**src/rtl/nfsa_pkg.sv**
```systemverilog
// ----------------------------------------------------------------------------
// nfsa_pkg
// Shared types, constants and helpers for the next-fit slot allocator.
// ----------------------------------------------------------------------------
package nfsa_pkg;

    localparam int WORD_BITS = 32;
    localparam int BIT_W     = 5;
    localparam int FIELD_W   = 10;

    localparam logic OP_ALLOC = 1'b0;
    localparam logic OP_FREE  = 1'b1;

    typedef logic [WORD_BITS-1:0] bitmap_word_t;
    typedef logic [BIT_W-1:0]     bit_pos_t;
    typedef logic [FIELD_W-1:0]   slot_field_t;

    // lowest set bit of a bitmap word
    function automatic bit_pos_t first_set(input bitmap_word_t w);
        bit_pos_t pos;
        pos = '0;
        for (int i = WORD_BITS - 1; i >= 0; i--) begin
            if (w[i]) begin
                pos = BIT_W'(i);
            end
        end
        return pos;
    endfunction

endpackage

```
**src/rtl/nfsa_ram.sv**
```systemverilog
// ----------------------------------------------------------------------------
// nfsa_ram
// Generic simple dual-port RAM, one write and one read port, registered read.
// ----------------------------------------------------------------------------
module nfsa_ram #(
    parameter int WIDTH  = 32,
    parameter int DEPTH  = 32,
    parameter int ADDR_W = 5
) (
    input  logic              aclk,
    input  logic              wr_en,
    input  logic [ADDR_W-1:0] wr_addr,
    input  logic [WIDTH-1:0]  wr_data,
    input  logic [ADDR_W-1:0] rd_addr,
    output logic [WIDTH-1:0]  rd_data
);

    logic [WIDTH-1:0] mem [DEPTH];

    always_ff @(posedge aclk) begin
        if (wr_en) begin
            mem[wr_addr] <= wr_data;
        end
        rd_data <= mem[rd_addr];
    end

endmodule

```
**src/rtl/next_fit_slot_allocator_unit.sv**
```systemverilog
// ----------------------------------------------------------------------------
// next_fit_slot_allocator_unit
// Next-fit slot allocator over a pool of SLOT_COUNT buffer slots.
// ----------------------------------------------------------------------------
// The in-use bitmap sits in a RAM of 32-bit words, one bit per slot, beside a
// hint cursor. After reset a clearing pass writes one word per cycle, so no
// request is taken until every word is clear. One request is worked at a
// time. A free reads its word, writes it back with the bit cleared, then
// loads the output; an out-of-range free skips the RAM. An allocate reads
// one bitmap word per cycle from the cursor's word: from one word on a hit
// up to ceil(SLOT_COUNT/32) + 1 words when the pool is exhausted. The RAM's
// single read port sets the one-word-per-cycle scan speed. A result waiting on
// m_tready holds the output register; the next request may be taken meanwhile.
module next_fit_slot_allocator_unit #(
    parameter int SLOT_COUNT = 1024
) (
    input  logic        aclk,
    input  logic        aresetn,
    input  logic        s_tvalid,
    output logic        s_tready,
    input  logic [15:0] s_tdata,   // [9:0] slot_to_free, [15:10] zero
    input  logic        s_tuser,   // [0] op
    output logic        m_tvalid,
    input  logic        m_tready,
    output logic [15:0] m_tdata    // [9:0] granted_slot, [10] success,
                                   // [11] hit_at_cursor, [15:12] zero
);
    import nfsa_pkg::*;

    localparam int WORDS     = (SLOT_COUNT + WORD_BITS - 1) / WORD_BITS;
    localparam int AW        = (WORDS > 1) ? $clog2(WORDS) : 1;
    localparam int SW        = AW + BIT_W;
    localparam int LAST_BITS = SLOT_COUNT - (WORDS - 1) * WORD_BITS;

    localparam logic [AW-1:0] LAST_ADDR    = AW'(WORDS - 1);
    localparam logic [AW:0]   WORDS_C      = (AW + 1)'(WORDS);
    localparam logic [SW:0]   SLOT_COUNT_C = (SW + 1)'(SLOT_COUNT);
    localparam bitmap_word_t  LAST_MASK    = {WORD_BITS{1'b1}} >> (WORD_BITS - LAST_BITS);
    localparam bitmap_word_t  ONE_BIT      = {{(WORD_BITS - 1){1'b0}}, 1'b1};

    localparam logic [2:0] ST_CLEAR = 3'd0;
    localparam logic [2:0] ST_IDLE  = 3'd1;
    localparam logic [2:0] ST_FREE  = 3'd2;
    localparam logic [2:0] ST_SCAN  = 3'd3;
    localparam logic [2:0] ST_OUT   = 3'd4;

    logic [2:0]    state_reg, state_next;
    logic [AW-1:0] clr_addr_reg, clr_addr_next;
    logic [SW-1:0] cursor_reg, cursor_next;
    logic [SW-1:0] slot_reg, slot_next;
    logic [AW-1:0] cur_addr_reg, cur_addr_next;
    logic [AW:0]   scan_cnt_reg, scan_cnt_next;
    slot_field_t   res_slot_reg, res_slot_next;
    logic          res_ok_reg, res_ok_next;
    logic          res_hit_reg, res_hit_next;
    logic          m_tvalid_reg, m_tvalid_next;
    logic [15:0]   m_tdata_reg, m_tdata_next;

    logic          ram_we;
    logic [AW-1:0] ram_waddr;
    bitmap_word_t  ram_wdata;
    logic [AW-1:0] ram_raddr;
    bitmap_word_t  ram_rdata;

    logic          in_range;
    bitmap_word_t  free_bits, cand;
    bit_pos_t      pos, cur_bit;
    logic [SW-1:0] found_slot;
    logic [SW:0]   found_inc;
    logic [AW-1:0] wrap_addr;

    nfsa_ram #(
        .WIDTH (WORD_BITS),
        .DEPTH (WORDS),
        .ADDR_W(AW)
    ) u_bitmap (
        .aclk   (aclk),
        .wr_en  (ram_we),
        .wr_addr(ram_waddr),
        .wr_data(ram_wdata),
        .rd_addr(ram_raddr),
        .rd_data(ram_rdata)
    );

    assign s_tready = (state_reg == ST_IDLE);
    assign m_tvalid = m_tvalid_reg;
    assign m_tdata  = m_tdata_reg;

    assign in_range   = 32'(s_tdata[FIELD_W-1:0]) < 32'(SLOT_COUNT);
    assign cur_bit    = cursor_reg[BIT_W-1:0];
    assign free_bits  = ~ram_rdata & ((cur_addr_reg == LAST_ADDR) ? LAST_MASK : '1);
    assign pos        = first_set(cand);
    assign found_slot = {cur_addr_reg, pos};
    assign found_inc  = {1'b0, found_slot} + 1'b1;
    assign wrap_addr  = (cur_addr_reg == LAST_ADDR) ? '0 : cur_addr_reg + 1'b1;

    always_comb begin
        if (scan_cnt_reg == '0) begin
            cand = free_bits & ({WORD_BITS{1'b1}} << cur_bit);
        end else if (scan_cnt_reg == WORDS_C) begin
            cand = free_bits & ~({WORD_BITS{1'b1}} << cur_bit);
        end else begin
            cand = free_bits;
        end
    end

    always_comb begin
        state_next    = state_reg;
        clr_addr_next = clr_addr_reg;
        cursor_next   = cursor_reg;
        slot_next     = slot_reg;
        cur_addr_next = cur_addr_reg;
        scan_cnt_next = scan_cnt_reg;
        res_slot_next = res_slot_reg;
        res_ok_next   = res_ok_reg;
        res_hit_next  = res_hit_reg;
        m_tvalid_next = m_tvalid_reg;
        m_tdata_next  = m_tdata_reg;
        ram_we        = 1'b0;
        ram_waddr     = cur_addr_reg;
        ram_wdata     = ram_rdata;
        ram_raddr     = '0;

        if (m_tvalid_reg && m_tready) begin
            m_tvalid_next = 1'b0;
        end

        case (state_reg)
            ST_CLEAR: begin
                ram_we        = 1'b1;
                ram_waddr     = clr_addr_reg;
                ram_wdata     = '0;
                clr_addr_next = clr_addr_reg + 1'b1;
                if (clr_addr_reg == LAST_ADDR) begin
                    state_next = ST_IDLE;
                end
            end
            ST_IDLE: begin
                if (s_tvalid) begin
                    res_slot_next = '0;
                    res_ok_next   = 1'b0;
                    res_hit_next  = 1'b0;
                    if (s_tuser == OP_FREE) begin
                        slot_next = SW'(s_tdata[FIELD_W-1:0]);
                        if (in_range) begin
                            ram_raddr     = slot_next[SW-1:BIT_W];
                            cur_addr_next = slot_next[SW-1:BIT_W];
                            state_next    = ST_FREE;
                        end else begin
                            state_next = ST_OUT;
                        end
                    end else begin
                        ram_raddr     = cursor_reg[SW-1:BIT_W];
                        cur_addr_next = cursor_reg[SW-1:BIT_W];
                        scan_cnt_next = '0;
                        state_next    = ST_SCAN;
                    end
                end
            end
            ST_FREE: begin
                ram_we      = 1'b1;
                ram_wdata   = ram_rdata & ~(ONE_BIT << slot_reg[BIT_W-1:0]);
                cursor_next = slot_reg;
                res_ok_next = 1'b1;
                state_next  = ST_OUT;
            end
            ST_SCAN: begin
                if (cand != '0) begin
                    ram_we        = 1'b1;
                    ram_wdata     = ram_rdata | (ONE_BIT << pos);
                    cursor_next   = (found_inc >= SLOT_COUNT_C) ? '0 : found_inc[SW-1:0];
                    res_slot_next = FIELD_W'(found_slot);
                    res_ok_next   = 1'b1;
                    res_hit_next  = (scan_cnt_reg == '0) && (pos == cur_bit);
                    state_next    = ST_OUT;
                end else if (scan_cnt_reg == WORDS_C) begin
                    state_next = ST_OUT;
                end else begin
                    ram_raddr     = wrap_addr;
                    cur_addr_next = wrap_addr;
                    scan_cnt_next = scan_cnt_reg + 1'b1;
                end
            end
            ST_OUT: begin
                if (!m_tvalid_reg || m_tready) begin
                    m_tvalid_next = 1'b1;
                    m_tdata_next  = {4'b0, res_hit_reg, res_ok_reg, res_slot_reg};
                    state_next    = ST_IDLE;
                end
            end
            default: begin
                state_next = ST_IDLE;
            end
        endcase
    end

    always_ff @(posedge aclk) begin
        if (!aresetn) begin
            state_reg    <= ST_CLEAR;
            clr_addr_reg <= '0;
            cursor_reg   <= '0;
            m_tvalid_reg <= 1'b0;
        end else begin
            state_reg    <= state_next;
            clr_addr_reg <= clr_addr_next;
            cursor_reg   <= cursor_next;
            m_tvalid_reg <= m_tvalid_next;
        end
        slot_reg     <= slot_next;
        cur_addr_reg <= cur_addr_next;
        scan_cnt_reg <= scan_cnt_next;
        res_slot_reg <= res_slot_next;
        res_ok_reg   <= res_ok_next;
        res_hit_reg  <= res_hit_next;
        m_tdata_reg  <= m_tdata_next;
    end

endmodule

```
**config.mk**
```make
export PLATFORM = sky130hd
export DESIGN_NAME = next_fit_slot_allocator_unit
export DESIGN_NICKNAME = d
export VERILOG_FILES = /design/src/rtl/nfsa_pkg.sv /design/src/rtl/nfsa_ram.sv /design/src/rtl/next_fit_slot_allocator_unit.sv
export SDC_FILE = /design/constraint.sdc
export NUM_CORES = 2
export LEC_CHECK = 0
export BUFFER_PORTS_ARGS = -buffer_cell sky130_fd_sc_hd__buf_2
export CAP_MARGIN = 20
export CELL_PAD_IN_SITES_DETAIL_PLACEMENT = 1
export CELL_PAD_IN_SITES_GLOBAL_PLACEMENT = 1
export CORE_UTILIZATION = 53
export CTS_CLUSTER_DIAMETER = 30
export CTS_CLUSTER_SIZE = 16
export DETAILED_ROUTE_END_ITERATION = 12
export MAX_ROUTING_LAYER = met4
export PLACE_DENSITY_LB_ADDON = 0.1
export SYNTH_ARGS = -nofsm -noshare
export SYNTH_HDL_FRONTEND = slang
export SYNTH_SLANG_ARGS = --single-unit
```
**constraint.sdc**
```tcl
create_clock -name aclk -period 6.42 [get_ports aclk]
set_input_delay 0 -clock aclk [delete_from_list [all_inputs] [get_ports aclk]]
set_output_delay 0 -clock aclk [all_outputs]
set_load 0.03 [all_outputs]
```
Yosys cells after proc, flatten, opt, wreduce, memory -nomap -nowiden
Memory sizes are Yosys's and may differ from the RTL's. A register that Yosys moved wholly into a read port is not among the register bits.
Index checks and enable logic that the tools add are counted.
{ "totals": {"ff_bits": 64, "ramBits": 1024, "inputBits": 21, "out_inout_bits": 18, "elab_cells": 139, "mem_count": 1} }
{ "memory_table": {"columns": ["name", "depth", "word_bits", "read_ports", "rd_clocked_by_memory_dff", "wr", "line_no", "rtl"], "rows": [
  ["u_bitmap.mem", 32, 32, 1, 1, 1, "nfsa_ram.sv:18", "logic [WIDTH-1:0] mem [DEPTH];"]
]} }
{ "op_classes": {"addsub": 4, "magnitude_cmp": 1, "n_eq_ne": 16, "n_shift": 3, "muxes": 77, "bitwise": 7, "reduce_logical": 19} }
{ "ops": {"columns": ["operator", "n"], "rows": [
  ["two-way mux 5 bit", 41],
  ["AND 32 bit", 3],
  ["two-way mux 32 bit", 3],
  ["inverter 32 bit", 3],
  ["case mux 32 bit (3 select lines)", 1],
  ["left shift 1 x 5 -> 32 bit, first input constant", 2],
  ["two-way mux 10 bit", 4],
  ["case mux 10 bit (2 select lines)", 2],
  ["OR 32 bit", 1],
  ["nonzero test 32 bit", 1],
  ["left shift 32 x 5 -> 32 bit, first input constant", 1],
  ["two-way mux 6 bit", 4],
  ["case mux 5 bit (2 select lines)", 2],
  ["two-way mux 3 bit", 5],
  ["case mux 3 bit (5 select lines)", 1],
  ["!= test 2 bit, second input constant", 7],
  ["case mux 6 bit (2 select lines)", 1],
  ["adder 10 x 1 -> 11 bit, second input constant", 1],
  [">= comparator 11 bit, second input constant", 1],
  ["adder 5 x 1 -> 5 bit, second input constant", 2],
  ["== test 5 bit, second input constant", 2],
  ["two-way mux 1 bit", 10],
  ["AND reduction 3 bit", 3],
  ["AND reduction 4 bit", 2],
  ["other kinds (19)", 24]
]} }

Logic depth before layout (Yosys ltp)
{ "depth": {"word_depth": 42, "mapped_depth": 19, "mapped_depth_nobuf": 17} }

By module
A second synthesis with hierarchy kept.
{ "hier_totals": {"cells_unflattened": 3010, "hier_area_um2": 46331.9} }
{ "modules_own_cells": {"columns": ["mod", "n_inst", "cells_per_inst", "area_per_inst_um2", "seq_area_each_um2"], "rows": [
  ["nfsa_ram", 1, 2260, 40492.6, 31390.1],
  ["next_fit_slot_allocator_unit", 1, 750, 5839.4, 1731.7]
]} }

Worst setup path after synthesis
Ideal clock, no wire load.
{ "synth_timing": {"path_type": "reg2reg", "startpoint": "register cursor_reg[3]", "endpoint": "memory u_bitmap.mem[0][31] (data pin)", "setup_ns": 0.454, "t_arrival_ns": 4.723, "required_ns": 5.966, "path_slack_ns": 1.243, "stages_incl_launch_ff": 18, "n_path_buf": 4, "synth_period_minus_slack_ns": 5.177, "path_cell_list": "dfxtp_1 buf_2 buf_2 buf_2 buf_1 o21ai_0 a21o_1 a31oi_1 nor2b_1 or4b_2 o21a_1 nand2_1 nand2_1 inv_1 ha_1 ha_1 inv_1 o21ai_0"} }
{ "synth_between": {"elab_chain_cells": 41, "elab_cells_between_ends": 43, "classes_between": "shift: 2; mux: 36; bitwise: 4; reduce/logical: 1"} }
{ "synth_lines": {"columns": ["element", "line_no", "rtl"], "rows": [
  ["from (decl)", "next_fit_slot_allocator_unit.sv:49", "logic [SW-1:0] cursor_reg, cursor_next;"],
  ["from (signal assigned)", "next_fit_slot_allocator_unit.sv:206", "cursor_reg <= cursor_next;"],
  ["left shift 32 x 5 -> 32 bit (*)", "next_fit_slot_allocator_unit.sv:99, next_fit_slot_allocator_unit.sv:101", null],
  ["inverter 32 bit", "next_fit_slot_allocator_unit.sv:101", "cand = free_bits & ~({WORD_BITS{1'b1}} << cur_bit);"],
  ["AND 32 bit", "next_fit_slot_allocator_unit.sv:101", null],
  ["two-way mux 32 bit", "next_fit_slot_allocator_unit.sv:100", "end else if (scan_cnt_reg == WORDS_C) begin"],
  ["two-way mux 32 bit (*)", "next_fit_slot_allocator_unit.sv:98", "if (scan_cnt_reg == '0) begin"],
  ["two-way mux 5 bit (31 in series)", "nfsa_pkg.sv:23", "if (w[i]) begin"],
  ["two-way mux 5 bit (*)", "nfsa_pkg.sv:23", null],
  ["via pos[0]", "next_fit_slot_allocator_unit.sv:67", "bit_pos_t pos, cur_bit;"],
  ["left shift 1 x 5 -> 32 bit (*)", "next_fit_slot_allocator_unit.sv:170", "ram_wdata = ram_rdata | (ONE_BIT << pos);"],
  ["OR 32 bit (*)", "next_fit_slot_allocator_unit.sv:170", null],
  ["two-way mux 32 bit (*)", "next_fit_slot_allocator_unit.sv:168", "if (cand != '0) begin"],
  ["case mux 32 bit (3 select lines) (*)", "next_fit_slot_allocator_unit.sv:128", "case (state_reg)"],
  ["via ram_wdata[31]", "next_fit_slot_allocator_unit.sv:61", "bitmap_word_t ram_wdata;"],
  ["to (decl)", "nfsa_ram.sv:18", null]
]} }
The timed path passes the listed nets; every way through them passes the cells marked *.

Final worst setup path
{ "layout_timing": {"startpoint": "register scan_cnt_reg[0]", "endpoint": "register u_bitmap.rd_data[21] (read register of u_bitmap.mem)"} }
{ "layout_between": {"elab_chain_cells": 6, "elab_cells_between_ends": 8, "classes_between": "eq/ne: 1; mux: 5; reduce/logical: 2"} }
{ "layout_lines": {"columns": ["element", "line_no", "rtl"], "rows": [
  ["from (decl)", "next_fit_slot_allocator_unit.sv:52", "logic [AW:0] scan_cnt_reg, scan_cnt_next;"],
  ["from (signal assigned)", "next_fit_slot_allocator_unit.sv:211", "scan_cnt_reg <= scan_cnt_next;"],
  ["== test 6 bit", "next_fit_slot_allocator_unit.sv:100, next_fit_slot_allocator_unit.sv:176", null],
  ["two-way mux 32 bit", "next_fit_slot_allocator_unit.sv:100", null],
  ["two-way mux 32 bit", "next_fit_slot_allocator_unit.sv:98", null],
  ["nonzero test 32 bit", "next_fit_slot_allocator_unit.sv:168", null],
  ["two-way mux 5 bit (*)", "next_fit_slot_allocator_unit.sv:168", null],
  ["case mux 5 bit (2 select lines) (*)", "next_fit_slot_allocator_unit.sv:128", null],
  ["to (decl)", "nfsa_ram.sv:15", "output logic [WIDTH-1:0] rd_data"]
]} }
Mark *: on every way between the ends. The rest lies on a longest branch, timed or not.
A chain may end at the register's enable or synchronous reset.

==> results summary <==
The critical path is of the reg -> reg type. The number of synthesized flops with an enable pin came out at ~1100. The proportion of total power due to net switching is approximately 22%. The remaining antenna violation count after routing is 0.

The total count of hold-check failures in the final report came out at 0. The number of buffers inserted by port buffering is 28. After synthesis, the netlist uses between 70 and 80 different library cells. The max-slew violation total from the final report was 0.

The largest clock skew in the final design is roughly 0.11 ns. The startpoint class of the critical path is a flop. The most instantiated flip-flop cell in the synthesis netlist is edfxtp_1.

The portion of synthesized cell area occupied by the leading cell type is between 60% and 70%. For the pin with the worst max-slew slack, the measured transition is 1.232 ns. The arrival time at the worst endpoint came out at between 6 and 7 ns. In this run the number of H-tree levels came out at 4. The clock period minus worst slack came out at a little under 6 ns. The net load switching power came out at about 4.6 mW. In this run the mean area of a mapped cell was 13.40 um2.

By area, the combinational part of the netlist is dominated by compound AO/OA/AOI/OAI gates. The maximum number of pins on one net before global-route repair is approximately 110. The total grt overflow is 0. The total of max-cap violations came out at 0. The worst setup path is captured at a flop.

The number of violations reported at the end of detailed-routing iteration 0 is 5399. The share of total power dissipated in combinational logic is 1.6%. The floorplan step set the die width to about 300 um. The leakage power figure is between 15 and 20 nW. The total number of yosys warnings came out at 0.

The total internal power came out at approximately 16 mW. The synthesized instance count is 3625. The share of post-route cells with drive strength above 1 is roughly 20%. The effective utilization at floorplan came out at between 50% and 60%.

The first detailed-routing pass ran for 8 iterations. The required arrival time at the worst endpoint came out at ~7 ns. The sequential cell fraction of total power is roughly two fifths. The area inside the core boundary came out at 90420 um2. The maximum VDD drop is 322.0 uV. The signed area change from the synthesized netlist to the final layout came out at 21.29%. The number of rows created at floorplan is 110. The average vias per placed instance came out at around 7.4.

The count of instances resized after the clock tree is built is 0. The first global-routing pass estimated around 280000 um of wire. The clock passes through at most 3 buffers. The final-layout setup total negative slack came out at 0 ns.

The die height came out at approximately 300 um. Of the total power, the clock network draws approximately three fifths. The number of CTS-inserted buffers is 213. The number of cells in the finished layout apart from fillers is roughly 5100. The worst slew slack as a fraction of its limit is about 18%. The number of global-route vias before repair was 39160.

The share of async-settable or async-resettable flops after synthesis came out at 0%. Setup violations remaining at the end of the flow were counted as 0. Of all cell types, the one taking the most synthesized area is edfxtp_1. Among all cell types in the netlist, the one instantiated most often is edfxtp_1. The synthesized netlist occupies a cell area of roughly 49000 um2.

The portion of the clock cycle consumed by the worst path in the final layout is 91.65%. Of the total synthesized cell area, the portion taken by full adders, half adders and majority gates is 0.2834%. By count the netlist is led by edfxtp_1, o2111ai_1, a21oi_1, o21ai_0, clkbuf_1. The latest clock arrival within the worst-skew pair is roughly 0.86 ns. Counting every sink on the clock net gives ~1100.

The cell sitting at the root of the clock tree is a clkbuf_16. The worst min-delay path category is in -> reg. After detailed routing, the number of remaining DRC violations is 0. The wire length per cell came out at 38.15 um. The routed via count came out at ~38000. After detailed routing, the total wire length is between 150000 and 200000 um. The total power divided by cell area is about 350 nW/um2. TritonCTS built the clock tree. The peak fanout along the critical path came out at 44. Sorting the synthesized cells by area gives the leading types as edfxtp_1, o2111ai_1, mux2_2, a21oi_1, o21ai_0.

In this run, synthesis produced a sequential element count of between 1000 and 1500. The aggregate global-route resource usage is a little over two fifths. The flow ran to the end, and the final reports show no timing, DRC or antenna violations. The routability congestion estimate is about 0.91. The area share of and/or/nand/nor cells after synthesis came out at 5.938%. The sequential-to-total area share from yosys stat came out at approximately two thirds. The number of top-level pins is 39.

The xor and xnor fraction of the mapped netlist area came out at less than 1%. The HPWL after detailed placement is roughly 100000 um. The clock transition at the registers of the reported paths is about 0.050 ns.

The synthesized netlist devotes about 17% of its cell area to compound gates. The layout has just over 8000 filler cells. The number of placed instances with taps included is ~4700. The number of nets at the end of the flow is around 3800. The number of antenna violations at the first check in global routing came out at 3. The die outline area came out at a little over 90000 um2. The top achievable clock speed came out at 0.1700 GHz. The number of flip-flops in the largest register came out at around 1000.

Setup repair after global routing left no endpoint under its margin. The mux contribution to synthesized area is 3.176%.
[power by group through the flow]
stage               clock, mW  combinational (mW)  sequential (mW)
detailed placement          0               0.306             8.26
finish                   12.0               0.334             8.13
CTS                      12.0               0.325             8.12
floorplan                   0               0.174             8.18
global route             12.3               0.349             8.13
global placement            0               0.295             8.25
[through the flow]
step / hold slack, ns / total power [mW] / cell area [um2] / setup WS [ns] / utilization (%)
6_report: 0.2242 / 20.49 / 58910 / 0.5361 / 65.15
3_5_place_dp: 0.1796 / 8.564 / 50730 / 0.7527 / 56.10
3_3_place_gp: 0.1775 / 8.547 / 50730 / 0.9183 / 56.10
4_1_cts: 0.1549 / 20.48 / 58810 / 0.6121 / 65.03
2_1_floorplan: 0.09887 / 8.357 / 48580 / 1.243 / -
5_1_grt: 0.2443 / 20.81 / 58910 / 0.3341 / 65.15
[cell type report]
| class | instances | area [um2] | share of cell area (%) |
|---|---|---|---|
| multi-input combinational | 1950 | 13740 | 23.32 |
| clock buffer | 240 | 5552 | 9.424 |
| antenna | 3 | 7.507 | 0.01274 |
| clock inverter | 166 | 2266 | 3.846 |
| tap | 1176 | 1471 | 2.498 |
| timing repair buffer | 226 | 1967 | 3.339 |
| inverter | 210 | 788.3 | 1.338 |
| sequential | 1120 | 33120 | 56.23 |
[path summary, 6_finish.rpt]
| kind | start | end | slack [ns] | cells past startpoint |
|---|---|---|---|---|
| max reg2reg | scan_cnt_reg[0] | u_bitmap.rd_data[21] | 0.54 | 16 |
| min | s_tvalid | res_ok_reg | 0.22 | 4 |
| max | scan_cnt_reg[0] | u_bitmap.rd_data[21] | 0.54 | 16 |
| min reg2reg | res_slot_reg[9] | m_tdata[9] | 0.42 | 0 |
[worst max-delay path, cell delays in order (launching register included)]
cell	delay, ns
edfxtp_1	0.43
inv_1	0.09
ha_1	0.17
nor4b_4	0.48
buf_4	0.32
a21oi_1	0.06
a2111oi_0	0.45
buf_4	0.20
o21bai_1	0.18
nor2_1	0.70
nand4_1	0.50
nand2_8	0.56
buf_4	0.28
mux2_2	0.17
o2111ai_1	0.13
nor4_1	0.80
buf_4	0.23
[placed cells by master, fill, tap and decap left out, types with 37 or more instances in the layout]
| cell type | instances |
|---|---|
| nor2_1 | 55 |
| clkbuf_16 | 213 |
| nor3_1 | 215 |
| mux2_2 | 129 |
| buf_4 | 149 |
| a21oi_1 | 258 |
| o21ai_0 | 251 |
| nor4_1 | 37 |
| nand2_1 | 85 |
| bufinv_16 | 37 |
| edfxtp_1 | 1069 |
| o2111ai_1 | 512 |
| inv_1 | 209 |
| dfxtp_1 | 51 |
[cell families (layout without fill, tap and decap cells)]
kind of cell	Yosys count	count (layout)
AO/OA/AOI/OAI	1207	1207
flip-flops	1120	1120
AND/OR/NAND/NOR	566	566
buffers and inverters	558	842
multiplexers	138	138
XOR/XNOR	24	24
adder cells (fa/ha/maj)	11	11
other	1	7
[per-layer routing]
metal | share of wire (%) | vias to the layer above | global-route usage, %
met1 | 36 | 19230 | 51.78
met2 | 46 | 2898 | 64.89
met5 | 0 | - | -
li1 | - | 14860 | -
met3 | 11 | 818 | 10.37
met4 | 7.0 | 0 | 27.19
[repair_timing]
item,CTS,global route
hold endpoints to repair,63,0
hold buffers,26,0
buffers inserted,0,0
Power figures use the tool's default switching activity.
